[config.mk]
export PLATFORM = sky130hd
export DESIGN_NAME = iptq_cell
export DESIGN_NICKNAME = d
export VERILOG_FILES = /design/src/design/iptq_pkg.sv /design/src/design/iptq_cell.sv
export SDC_FILE = /design/constraint.sdc
export NUM_CORES = 1
export LEC_CHECK = 0
export BUFFER_PORTS_ARGS = -buffer_cell sky130_fd_sc_hd__buf_2
export CORE_ASPECT_RATIO = 0.75
export CORE_MARGIN = 4
export CORE_UTILIZATION = 51
export DETAILED_ROUTE_END_ITERATION = 10
export PLACE_DENSITY = 0.82
export SLEW_MARGIN = 15
export SYNTH_ARGS = -nofsm -noshare
export SYNTH_HDL_FRONTEND = slang
export SYNTH_SLANG_ARGS = --single-unit
[constraint.sdc]
create_clock -name clk -period 6.3 [get_ports clk]
set_input_delay 0.63 -clock clk [delete_from_list [all_inputs] [get_ports clk]]
set_output_delay 0.63 -clock clk [all_outputs]
set_load 0.02 [all_outputs]
[src/design/iptq_pkg.sv]
package iptq_pkg;

    // index width for the largest supported store
    localparam int IDX_W = 10;

    typedef enum logic [1:0] {
        OP_ADD    = 2'd0,
        OP_EDIT   = 2'd1,
        OP_REMOVE = 2'd2,
        OP_EXEC   = 2'd3
    } opcode_t;

    typedef enum logic [2:0] {
        ST_OK        = 3'd0,
        ST_EMPTY     = 3'd1,
        ST_NOT_FOUND = 3'd2,
        ST_FULL      = 3'd3,
        ST_DUP       = 3'd4
    } status_t;

    // partial search result passed from cell to cell
    typedef struct packed {
        logic             found;
        logic [IDX_W-1:0] found_idx;
        logic             free_ok;
        logic [IDX_W-1:0] free_idx;
        logic             best_ok;
        logic [IDX_W-1:0] best_idx;
        logic [31:0]      best_pri;
        logic [15:0]      best_task;
        logic [15:0]      best_user;
    } wave_t;

    // write broadcast to all cells
    typedef struct packed {
        logic             en;
        opcode_t          op;
        logic [IDX_W-1:0] idx;
        logic [15:0]      task_id;
        logic [15:0]      user_id;
        logic [31:0]      pri;
    } commit_t;

endpackage

[src/design/iptq_cell.sv]
module iptq_cell #(
    parameter int IDX = 0
) (
    input  logic                clk,
    input  logic                rst_n,
    input  logic [15:0]         key_task,
    input  iptq_pkg::wave_t     wave_in,
    output iptq_pkg::wave_t     wave_out,
    input  iptq_pkg::commit_t   commit
);

    localparam logic [iptq_pkg::IDX_W-1:0] MY_IDX = IDX[iptq_pkg::IDX_W-1:0];

    logic        valid_reg;
    logic [15:0] task_reg;
    logic [15:0] user_reg;
    logic [31:0] pri_reg;
    iptq_pkg::wave_t wave_reg;
    iptq_pkg::wave_t wave_next;
    logic        hit;

    assign hit = commit.en && (commit.idx == MY_IDX);

    always_comb
    begin
        wave_next = wave_in;
        if (valid_reg && task_reg == key_task && !wave_in.found)
        begin
            wave_next.found     = 1'b1;
            wave_next.found_idx = MY_IDX;
        end
        if (!valid_reg && !wave_in.free_ok)
        begin
            wave_next.free_ok  = 1'b1;
            wave_next.free_idx = MY_IDX;
        end
        if (valid_reg && (!wave_in.best_ok || pri_reg > wave_in.best_pri ||
            (pri_reg == wave_in.best_pri && task_reg > wave_in.best_task)))
        begin
            wave_next.best_ok   = 1'b1;
            wave_next.best_idx  = MY_IDX;
            wave_next.best_pri  = pri_reg;
            wave_next.best_task = task_reg;
            wave_next.best_user = user_reg;
        end
    end

    always_ff @(posedge clk or negedge rst_n)
    begin
        if (!rst_n)
        begin
            valid_reg <= 1'b0;
        end
        else if (hit)
        begin
            case (commit.op)
                iptq_pkg::OP_ADD:    valid_reg <= 1'b1;
                iptq_pkg::OP_EDIT:   valid_reg <= valid_reg;
                default:             valid_reg <= 1'b0;
            endcase
        end
    end

    always_ff @(posedge clk)
    begin
        wave_reg <= wave_next;
        if (hit && commit.op == iptq_pkg::OP_ADD)
        begin
            task_reg <= commit.task_id;
            user_reg <= commit.user_id;
            pri_reg  <= commit.pri;
        end
        else if (hit && commit.op == iptq_pkg::OP_EDIT)
        begin
            pri_reg <= commit.pri;
        end
    end

    assign wave_out = wave_reg;

endmodule

==> results of run 1 <==
cells by family after synthesis:
kind of cell / after synthesis / synth area share
AND/OR/NAND/NOR: 82 / 0.07688
AO/OA/AOI/OAI: 40 / 0.04129
adder cells (fa/ha/maj): 48 / 0.09438
buffers and inverters: 58 / 0.04109
XOR/XNOR: 16 / 0.02202
flip-flops: 162 / 0.6111
multiplexers: 64 / 0.1133
power breakdown:
part           switching, W  internal (W)
Sequential       0.00000851       0.00112
Clock              0.000478      0.000558
Combinational      0.000115      0.000102
final cells by class:
class / instances / area [µm²]
well taps: 166 / 207.7
fillers: 905 / 3645
inverters: 49 / 183.9
flip-flops and latches: 162 / 3889
repair buffers: 294 / 1496
clock inverters: 14 / 157.7
multi-input cells: 250 / 2232
clock buffers: 18 / 450.4
per-stage QoR:
stage / power, W / cells
finish: 0.002382 / 953
global route: 0.002469 / 953
CTS: 0.002404 / 952
detailed placement: 0.001368 / 919
global placement: 0.001362 / 919
floorplan: 0.001256 / 470
worst min-delay path by stage:
stage,startpoint,to,slack [ps],cells past startpoint
global route,commit[47],user_reg[15]$_DFFE_PP_,360,1
global placement,rst_n,valid_reg$_DFFE_PN0P_,410,1
floorplan,rst_n,valid_reg$_DFFE_PN0P_,330,0
detailed placement,rst_n,valid_reg$_DFFE_PN0P_,410,1
finish,commit[4],pri_reg[4]$_DFFE_PP_,390,1
CTS,commit[55],task_reg[7]$_DFFE_PP_,370,1
routing by layer:
metal	vias to the layer above	share of wire	wire length, µm
li1	2280	-	-
met4	2	0.0099	159
met1	2204	0.40	6493
met3	15	0.080	1286
met5	-	0.00081	13
met2	185	0.51	8123
cell usage after synthesis (3+ instances only):
cell type   n
o21ai_0     3
buf_6       5
and2_1     20
nand3_1     7
nor4_1      5
nand2b_1    3
mux2_2     14
a21oi_1    18
nor3_1      3
a21o_1      7
or4_1       3
xnor2_1     4
nor2_1      5
mux2_1     50
dfxtp_1    97
nor2b_1    13
edfxtp_1   64
nand2_1     4
ha_1       48
nand4_1    15
xor2_1     12
inv_1      49
critical path, cell delays in order, from the launching register on:
cell,delay (ps)
edfxtp_1,390
ha_1,330
nand4_1,220
nor4_1,860
a21boi_0,320
a221oi_4,540
buf_8,240
buf_4,340
mux2_2,380
==> out/results.ini, run 1 <==
[final_layout]
layout.nets = 1014
largest_register_ffs = 97
final_common_cell = buf_2
drive_gt1_frac = 0.4358
areaGrowthSynthToFinish_pct = 35.41
final_cell_mix = buf_2 (288), dfxtp_1 (97), edfxtp_1 (64)
utilization = 0.7028
n_antenna_cell = 0
fin_area_mm2 = 0.008617

[logic_synthesis]
netlist_area_mm2 = 0.006364
seq_area_frac_synth = 0.6111
async_flop_share = 0.006173
syn-mean-instance-area_um2 = 13.54
synth_cell_types = 39
synth-seq-cells = 162
synth_fp_nets = 710
yosys.area.top_type = dfxtp_1
synth_top_area_share = 0.3052
synth_ff_type = dfxtp_1
synth_cells = 470
ys_warn_count = 0
synth.area.top_cells = dfxtp_1 (31%), edfxtp_1 (30%), ha_1 (9.4%)
synth_edf_count = 64

[clock_tree]
cts_tree = built
cts_setup_buffers = 0
cts_buffers = 17
ctsResizeCount = 0
hold_buffers = 1
worst_setup_hold_path_clk_slew_ps = 70
clk-insertion-delay-late_ps = 420
htreeDepth = 4
cts_root_buf = clkbuf_16
cts_sinks = 162
cts_buffer_depth = 2

[floorplan]
die_x_um = 137.0
pin_count = 289
core_area_mm2 = 0.01226
dieArea_mm2 = 0.01435
initial_core_util = 0.5190
rows = 35
die_height_um = 104.7

[global_routing]
grt_max_degree = 33
gr-usage-met1 = 0.2643
grt_util_met3 = 0.07122
antenna_found_initial = 1
gr-total-overflow = 0
gr-usage-met2 = 0.3905
grt_pass1_wl_um = 24960
grt_pass1_vias = 4995
grt-busiest-layer = met2
track_usage = 0.2235

[sta]
rsz0062_at_grt = false
holdWs_ps = 386.1
drv_slew = 0
slew_headroom = 0.3766
setup_viol = 0
fmax_mhz = 267.6
worst_pin_slew_ps = 926.6
hold_viol = 0
worst_slack_ps = 2564
final.setup.tns_ps = 0
post-route-period-util = 0.5931
fin_crit_ps = 3736
clock_skew_ps = 13.44

[placed_design]
finalWeightedCongestion = 0.8492
place_area_mm2 = 0.007984
port_buffers = 288
dp_slack_ps = 1834
dp_hpwl_um = 12580

[detailed_routing]
ant_nets = 0
post_drt_via_cell_ratio = 4.917
dr_total_vias = 4686
wl_per_cell_um = 16.87
drc = 0
first_iter_violations = 165
wl_um = 16080
firstDrtPassIters = 4

[setup_path]
end_kind = flop
start_kind = flop
crit_path_start = pri_reg[31]$_DFFE_PP_
crit_arrival_ps = 4030
worstSetupEndpoint = wave_out[1]$_DFF_P_
worstPathMaxFanout = 28
critPathRequiredTime_ps = 6600
rrSetupSlack_ps = 2560
critical_path_class = reg2reg
r2r-end = wave_out[1]$_DFF_P_
reg2reg_depth = 8
r2r_start = pri_reg[31]$_DFFE_PP_

[power_and_ir_drop]
p_leak_nw = 4.078
ir_drop_v = 0.0002066
power_density_mw_per_mm2 = 276.4

[flow_run]
max-cap-violations = 0

[status]
status = completed

[hold_path]
hold_path_class = in2reg

(Power assumes the default switching activity.)
==> inputs of run 2 (changes only) <==
- CORE_UTILIZATION: 51 -> 47
- PLACE_DENSITY: 0.82 -> 0.76
- clock period: 6.3 -> 3.7 ns (I/O delays scaled with it)
==> run 2 against run 1 <==
Maximum frequency up 19%. Final area about the same. Count of clock-buffer cells in the layout up 1. Register-to-register slack worse by 2000 ps. Setup slack worse by 2000 ps. Via count down 0.55%. Combinational power up 71%. Sequential power up 70%. Sequential share of layout area about the same. Critical endpoint unchanged. Largest cell class unchanged. Largest power group unchanged.
==> out/results.ini, run 2 (synthesis gave the netlist of run 1 again) <==
[detailed_routing]
highest_layer = met4  ; was met5
dr_total_vias = 4660  ; was 4686
ant_nets = 0  ; unchanged
wl_per_cell_um = 17.25  ; was 16.87 µm
wl_met1_um = 6559  ; was 6493 µm
met3_wirelength_um = 1325  ; was 1286 µm
drc = 0  ; unchanged
post_drt_via_cell_ratio = 4.869  ; was 4.917
first_iter_violations = 261  ; was 165
met2WireLength_um = 8313  ; was 8123 µm
firstDrtPassIters = 5  ; was 4
wl_um = 16510  ; was 16080 µm

[floorplan]
die_x_um = 142.4  ; was 137.0 µm
die_height_um = 108.8  ; was 104.7 µm
dieArea_mm2 = 0.01548  ; was 0.01435 mm²
pin_count = 289  ; unchanged
rows = 36  ; was 35
core_area_mm2 = 0.01311  ; was 0.01226 mm²
initial_core_util = 0.4855  ; was 0.5190

[setup_path]
rrSetupSlack_ps = 550  ; was 2560 ps
crit_buf_inv = 2  ; unchanged
path_delay_family = simple AND/OR/NAND/NOR gates  ; unchanged
worstPathMaxFanout = 55  ; was 28
worstPathCellList = ha_1 > nand4_1 > nor4_1 > buf_4 > a21boi_0 > a221oi_4 > buf_12 > mux2_2  ; was ha_1 > nand4_1 > nor4_1 > a21boi_0 > a221oi_4 > buf_8 > buf_4 > mux2_2
start_kind = flop  ; unchanged
critical_path_class = reg2reg  ; unchanged
cp_slowest_cell = nor4_1  ; unchanged
critPathRequiredTime_ps = 4010  ; was 6600 ps
end_kind = flop  ; unchanged
max_stage_delay_ps = 560  ; was 860 ps
crit_arrival_ps = 3450  ; was 4030 ps

[final_layout]
final_cell_mix = buf_2 (288), dfxtp_1 (97), edfxtp_1 (64)  ; unchanged
regArea_mm2 = 0.003889  ; unchanged
n_antenna_cell = 0  ; unchanged
largest_register_ffs = 97  ; unchanged
final_common_cell = buf_2  ; unchanged
fillers = 987  ; was 905
utilization = 0.6576  ; was 0.7028
multi_input_area_mm2 = 0.002237  ; was 0.002232 mm²
layout.nets = 1013  ; was 1014
final_cells = 957  ; was 953
drive_gt1_frac = 0.4351  ; was 0.4358
areaGrowthSynthToFinish_pct = 35.45  ; was 35.41%

[power_and_ir_drop]
pwr-share-seq = 0.476  ; was 0.474
cell_internal_pwr_w = 0.003058  ; was 0.001780 W
swShare = 0.2436  ; was 0.2526
ir_drop_v = 0.0003431  ; was 0.0002066 V
switchingPower_w = 0.0009848  ; was 0.0006017 W
clkPwrFrac = 0.433  ; was 0.435
power_density_mw_per_mm2 = 469.0  ; was 276.4 mW/mm²
p_comb_frac = 0.092  ; was 0.091
p_leak_nw = 4.076  ; was 4.078 nW

[sta]
holdWs_ps = 120.8  ; was 386.1 ps
fin_crit_ps = 3146  ; was 3736 ps
rsz0062_at_grt = false  ; unchanged
slew_headroom = 0.3585  ; was 0.3766
setup_viol = 0  ; unchanged
final.setup.tns_ps = 0  ; unchanged
worst_slack_ps = 554.4  ; was 2564 ps
worst_pin_slew_ps = 960.0  ; was 926.6 ps
post-route-period-util = 0.8502  ; was 0.5931
hold_viol = 0  ; unchanged
clock_skew_ps = 5.714  ; was 13.44 ps
drv_slew = 0  ; unchanged
fmax_mhz = 317.9  ; was 267.6 MHz

[clock_tree]
worst_setup_hold_path_clk_slew_ps = 70  ; about the same
cts_sinks = 162  ; unchanged
cts_root_buf = clkbuf_16  ; unchanged
ctsResizeCount = 0  ; unchanged
htreeDepth = 4  ; unchanged
cts_buffer_depth = 2  ; unchanged
cts_tree = built  ; unchanged
clk-insertion-delay-late_ps = 420  ; about the same
cts_buffers = 17  ; unchanged

[placed_design]
port_buffers = 288  ; unchanged
dp_hpwl_um = 13030  ; was 12580 µm
finalWeightedCongestion = 0.8098  ; was 0.8492
dp.cells = 924  ; was 919
dp_slack_ps = 495.5  ; was 1834 ps

[status]
status = completed  ; unchanged

[global_routing]
grt_pass1_vias = 5099  ; was 4995
track_usage = 0.2123  ; was 0.2235
grt_max_degree = 56  ; was 33
gr-total-overflow = 0  ; unchanged
grt_pass1_wl_um = 25320  ; was 24960 µm
antenna_found_initial = 0  ; was 1

[hold_path]
hold_path_class = in2reg  ; unchanged

[flow_run]
max-cap-violations = 0  ; unchanged

## run 2: cell count changes in the layout (fill, tap and decap cells not counted), sizes merged
cell / delta
buf: -1
clkbuf: +1
clkinv: -4
inv: +3
## run 2: area by class of cell
class,instances,share of cell area
inverter,49,0.02134
sequential,162,0.4512
clock buffer,19,0.05516
tap,171,0.02482
clock inverter,13,0.01466
timing repair buffer,293,0.1733
multi-input combinational,250,0.2595
## run 2: power groups by stage
stage	Combinational (W)	Clock, W	Sequential [W]
finish	0.000371	0.00175	0.00192
floorplan	0.000104	0	0.00203
CTS	0.000375	0.00179	0.00192
detailed placement	0.000370	0	0.00196
global route	0.000409	0.00188	0.00193
global placement	0.000357	0	0.00196
## run 2: through the flow
step                instance area, µm²  total power [W]
floorplan                         6364         0.002138
global placement                  8008         0.002320
detailed placement                8008         0.002333
CTS                               8620         0.004088
global route                      8620         0.004211
finish                            8620         0.004043
## run 2: path summary, 6_finish.rpt
kind	from	to	cells past startpoint
setup / recovery	pri_reg[30]$_DFFE_PP_	wave_out[1]$_DFF_P_	8
hold / removal	commit[55]	task_reg[7]$_DFFE_PP_	1
setup reg to reg	pri_reg[30]$_DFFE_PP_	wave_out[1]$_DFF_P_	8
hold reg to reg	user_reg[15]$_DFFE_PP_	wave_out[15]$_DFF_P_	1
max in group asynchronous	rst_n	valid_reg$_DFFE_PN0P_	2
min in group asynchronous	rst_n	valid_reg$_DFFE_PN0P_	2
## run 2: timing repair
item                                   4_1_cts  5_1_grt
endpoints found under the hold margin        1        0
hold buffers                                 1        0
buffers inserted                             0        0
## run 2: per-layer routing
layer,vias up,global-route usage
met5,-,0
met4,0,0.07531
met3,28,0.06488
met2,175,0.3660
met1,2167,0.2534
li1,2290,-
==> inputs of run 3 (changes only) <==
==> constraint.sdc (replaced) <==
create_clock -name clk -period 3.7 [get_ports clk]
set_input_delay 0.74 -clock clk [delete_from_list [all_inputs] [get_ports clk]]
set_output_delay 0.74 -clock clk [all_outputs]
set_load 0.02 [all_outputs]
==> run 3 against run 2 <==
Flip-flop and latch count unchanged. Cell count increased by 0.10%. Final area about the same. Utilization decreased by 0.057 points. Via count increased by 0.30%. Wire length increased by 1.3%. Critical path depth increased by 2. Global-route usage decreased by 0.23 points. Combinational power about the same. Critical endpoint is now wave_out[23]$_DFF_P_. Largest cell class unchanged.
==> out/results.ini, run 3 (synthesis gave the netlist of run 1 again) <==
[status]
status = completed  ; unchanged

[power_and_ir_drop]
cell_internal_pwr_w = 0.003060  ; was 0.003058 W
p_leak_nw = 4.082  ; was 4.076 nW
p_comb_frac = 0.093  ; was 0.092
power_density_mw_per_mm2 = 464.6  ; was 469.0 mW/mm²
swShare = 0.2352  ; was 0.2436
p_total_w = 0.004001  ; was 0.004043 W
pwr-share-seq = 0.481  ; was 0.476
switchingPower_w = 0.0009412  ; was 0.0009848 W
ir_drop_v = 0.0004352  ; was 0.0003431 V
clkPwrFrac = 0.427  ; was 0.433

[hold_path]
hold_path_class = in2async  ; was in2reg

[final_layout]
largest_register_ffs = 97  ; unchanged
final_cell_mix = buf_2 (288), dfxtp_1 (97), edfxtp_1 (64)  ; unchanged
layout.nets = 1014  ; was 1013
areaGrowthSynthToFinish_pct = 35.33  ; was 35.45%
drive_gt1_frac = 0.4358  ; was 0.4351
utilization = 0.6570  ; was 0.6576
n_antenna_cell = 0  ; unchanged
final_common_cell = buf_2  ; unchanged

[clock_tree]
clk-insertion-delay-late_ps = 420  ; about the same
hold_buffers = 0  ; was 1
cts_buffer_depth = 2  ; unchanged
ctsResizeCount = 0  ; unchanged
cts_root_buf = clkbuf_16  ; unchanged
htreeDepth = 4  ; unchanged
worst_setup_hold_path_clk_slew_ps = 60  ; was 70 ps
cts_setup_buffers = 0  ; unchanged
cts_tree = built  ; unchanged
cts_sinks = 162  ; unchanged
cts_buffers = 17  ; unchanged

[setup_path]
rrSetupSlack_ps = 640  ; was 550 ps
crit_arrival_ps = 3390  ; was 3450 ps
crit_path_start = wave_in[63]  ; was pri_reg[30]$_DFFE_PP_
reg2reg_depth = 8  ; unchanged
max_stage_delay_ps = 500  ; was 560 ps
path_delay_family = simple AND/OR/NAND/NOR gates  ; unchanged
critPathRequiredTime_ps = 4000  ; was 4010 ps
critical_path_class = in2reg  ; was reg2reg
worstPathCellList = buf_2 > inv_1 > ha_1 > nand4_1 > nor4_1 > buf_4 > a21boi_0 > a221oi_4 > buf_12 > mux2_1  ; was ha_1 > nand4_1 > nor4_1 > buf_4 > a21boi_0 > a221oi_4 > buf_12 > mux2_2
r2r_start = task_reg[14]$_DFFE_PP_  ; was pri_reg[30]$_DFFE_PP_
end_kind = flop  ; unchanged
crit_buf_inv = 4  ; was 2
start_kind = input pin  ; was flop
r2r-end = wave_out[23]$_DFF_P_  ; was wave_out[1]$_DFF_P_
worstPathMaxFanout = 40  ; was 55
cp_slowest_cell = nor4_1  ; unchanged

[detailed_routing]
first_iter_violations = 171  ; was 261
post_drt_via_cell_ratio = 4.879  ; was 4.869
wl_per_cell_um = 17.46  ; was 17.25 µm
drc = 0  ; unchanged
dr_total_vias = 4674  ; was 4660
ant_nets = 0  ; unchanged
wl_um = 16730  ; was 16510 µm
firstDrtPassIters = 4  ; was 5

[global_routing]
gr-total-overflow = 0  ; unchanged
grt_pass1_vias = 4924  ; was 5099
track_usage = 0.2100  ; was 0.2123
grt_max_degree = 41  ; was 56
antenna_found_initial = 0  ; unchanged
grt_pass1_wl_um = 24900  ; was 25320 µm

[sta]
clock_skew_ps = 8.397  ; was 5.714 ps
fmax_mhz = 323.6  ; was 317.9 MHz
setup_viol = 0  ; unchanged
rsz0062_at_grt = false  ; unchanged
fin_crit_ps = 3090  ; was 3146 ps
drv_slew = 0  ; unchanged
final.setup.tns_ps = 0  ; unchanged
slew_headroom = 0.5523  ; was 0.3585
holdWs_ps = 90.19  ; was 120.8 ps
hold_viol = 0  ; unchanged
worst_pin_slew_ps = 669.0  ; was 960.0 ps
post-route-period-util = 0.8352  ; was 0.8502

[floorplan]
dieArea_mm2 = 0.01548  ; unchanged
die_x_um = 142.4  ; unchanged
pin_count = 289  ; unchanged
rows = 36  ; unchanged
die_height_um = 108.8  ; unchanged
initial_core_util = 0.4855  ; unchanged
core_area_mm2 = 0.01311  ; unchanged

[flow_run]
max-cap-violations = 0  ; unchanged

[placed_design]
port_buffers = 288  ; unchanged
dp_hpwl_um = 12890  ; was 13030 µm
finalWeightedCongestion = 0.8373  ; was 0.8098

-- run 3: cell types whose count changed in the layout (fill, tap and decap cells not counted), moves of 2 or more --
| cell | delta |
|---|---|
| inv_8 | -2 |
| clkinv_4 | +2 |
| clkinv_2 | +3 |
| inv_6 | -4 |
-- run 3: how the worst max path moves through the flow --
| stage | to | slack [ps] | cells after the start |
|---|---|---|---|
| after global routing | wave_out[23]$_DFF_P_ | 500 | 8 |
| final | wave_out[23]$_DFF_P_ | 610 | 10 |
| after floorplan | pri_reg[0]$_DFFE_PP_ | 700 | 3 |
| after CTS | wave_out[23]$_DFF_P_ | 620 | 10 |
| after detailed placement | wave_out[23]$_DFF_P_ | 230 | 10 |
| after global placement | wave_out[14]$_DFF_P_ | 250 | 10 |
-- run 3: layout make-up --
cell class / count / area [µm²]
Tap cell: 171 / 214.0
Inverter: 49 / 183.9
Multi-Input combinational cell: 250 / 2238
Fill cell: 1026 / 4496
Sequential cell: 162 / 3889
Timing Repair Buffer: 294 / 1511
Clock buffer: 19 / 454.2
Clock inverter: 13 / 121.4
-- run 3: metal layers --
| metal | wire (µm) | track usage | vias up |
|---|---|---|---|
| met4 | 357 | 0.08955 | 0 |
| met1 | 6663 | 0.2422 | 2182 |
| li1 | - | - | 2286 |
| met5 | 0 | 0 | - |
| met3 | 1253 | 0.06006 | 28 |
| met2 | 8452 | 0.3677 | 178 |
-- run 3: stage by stage --
step	setup WS, ps	std cells	area [µm²]
2_1_floorplan	697.0	470	6369
3_3_place_gp	250.2	926	8036
3_5_place_dp	234.0	926	8036
4_1_cts	618.1	958	8612
5_1_grt	503.3	958	8612
6_report	609.9	958	8612
-- run 3: power groups by stage --
stage               clock network [W]  logic [W]  registers, W
floorplan                           0   0.000104       0.00203
global placement                    0   0.000358       0.00196
detailed placement                  0   0.000369       0.00196
CTS                           0.00174   0.000374       0.00192
global route                  0.00182   0.000405       0.00193
finish                        0.00171   0.000371       0.00192
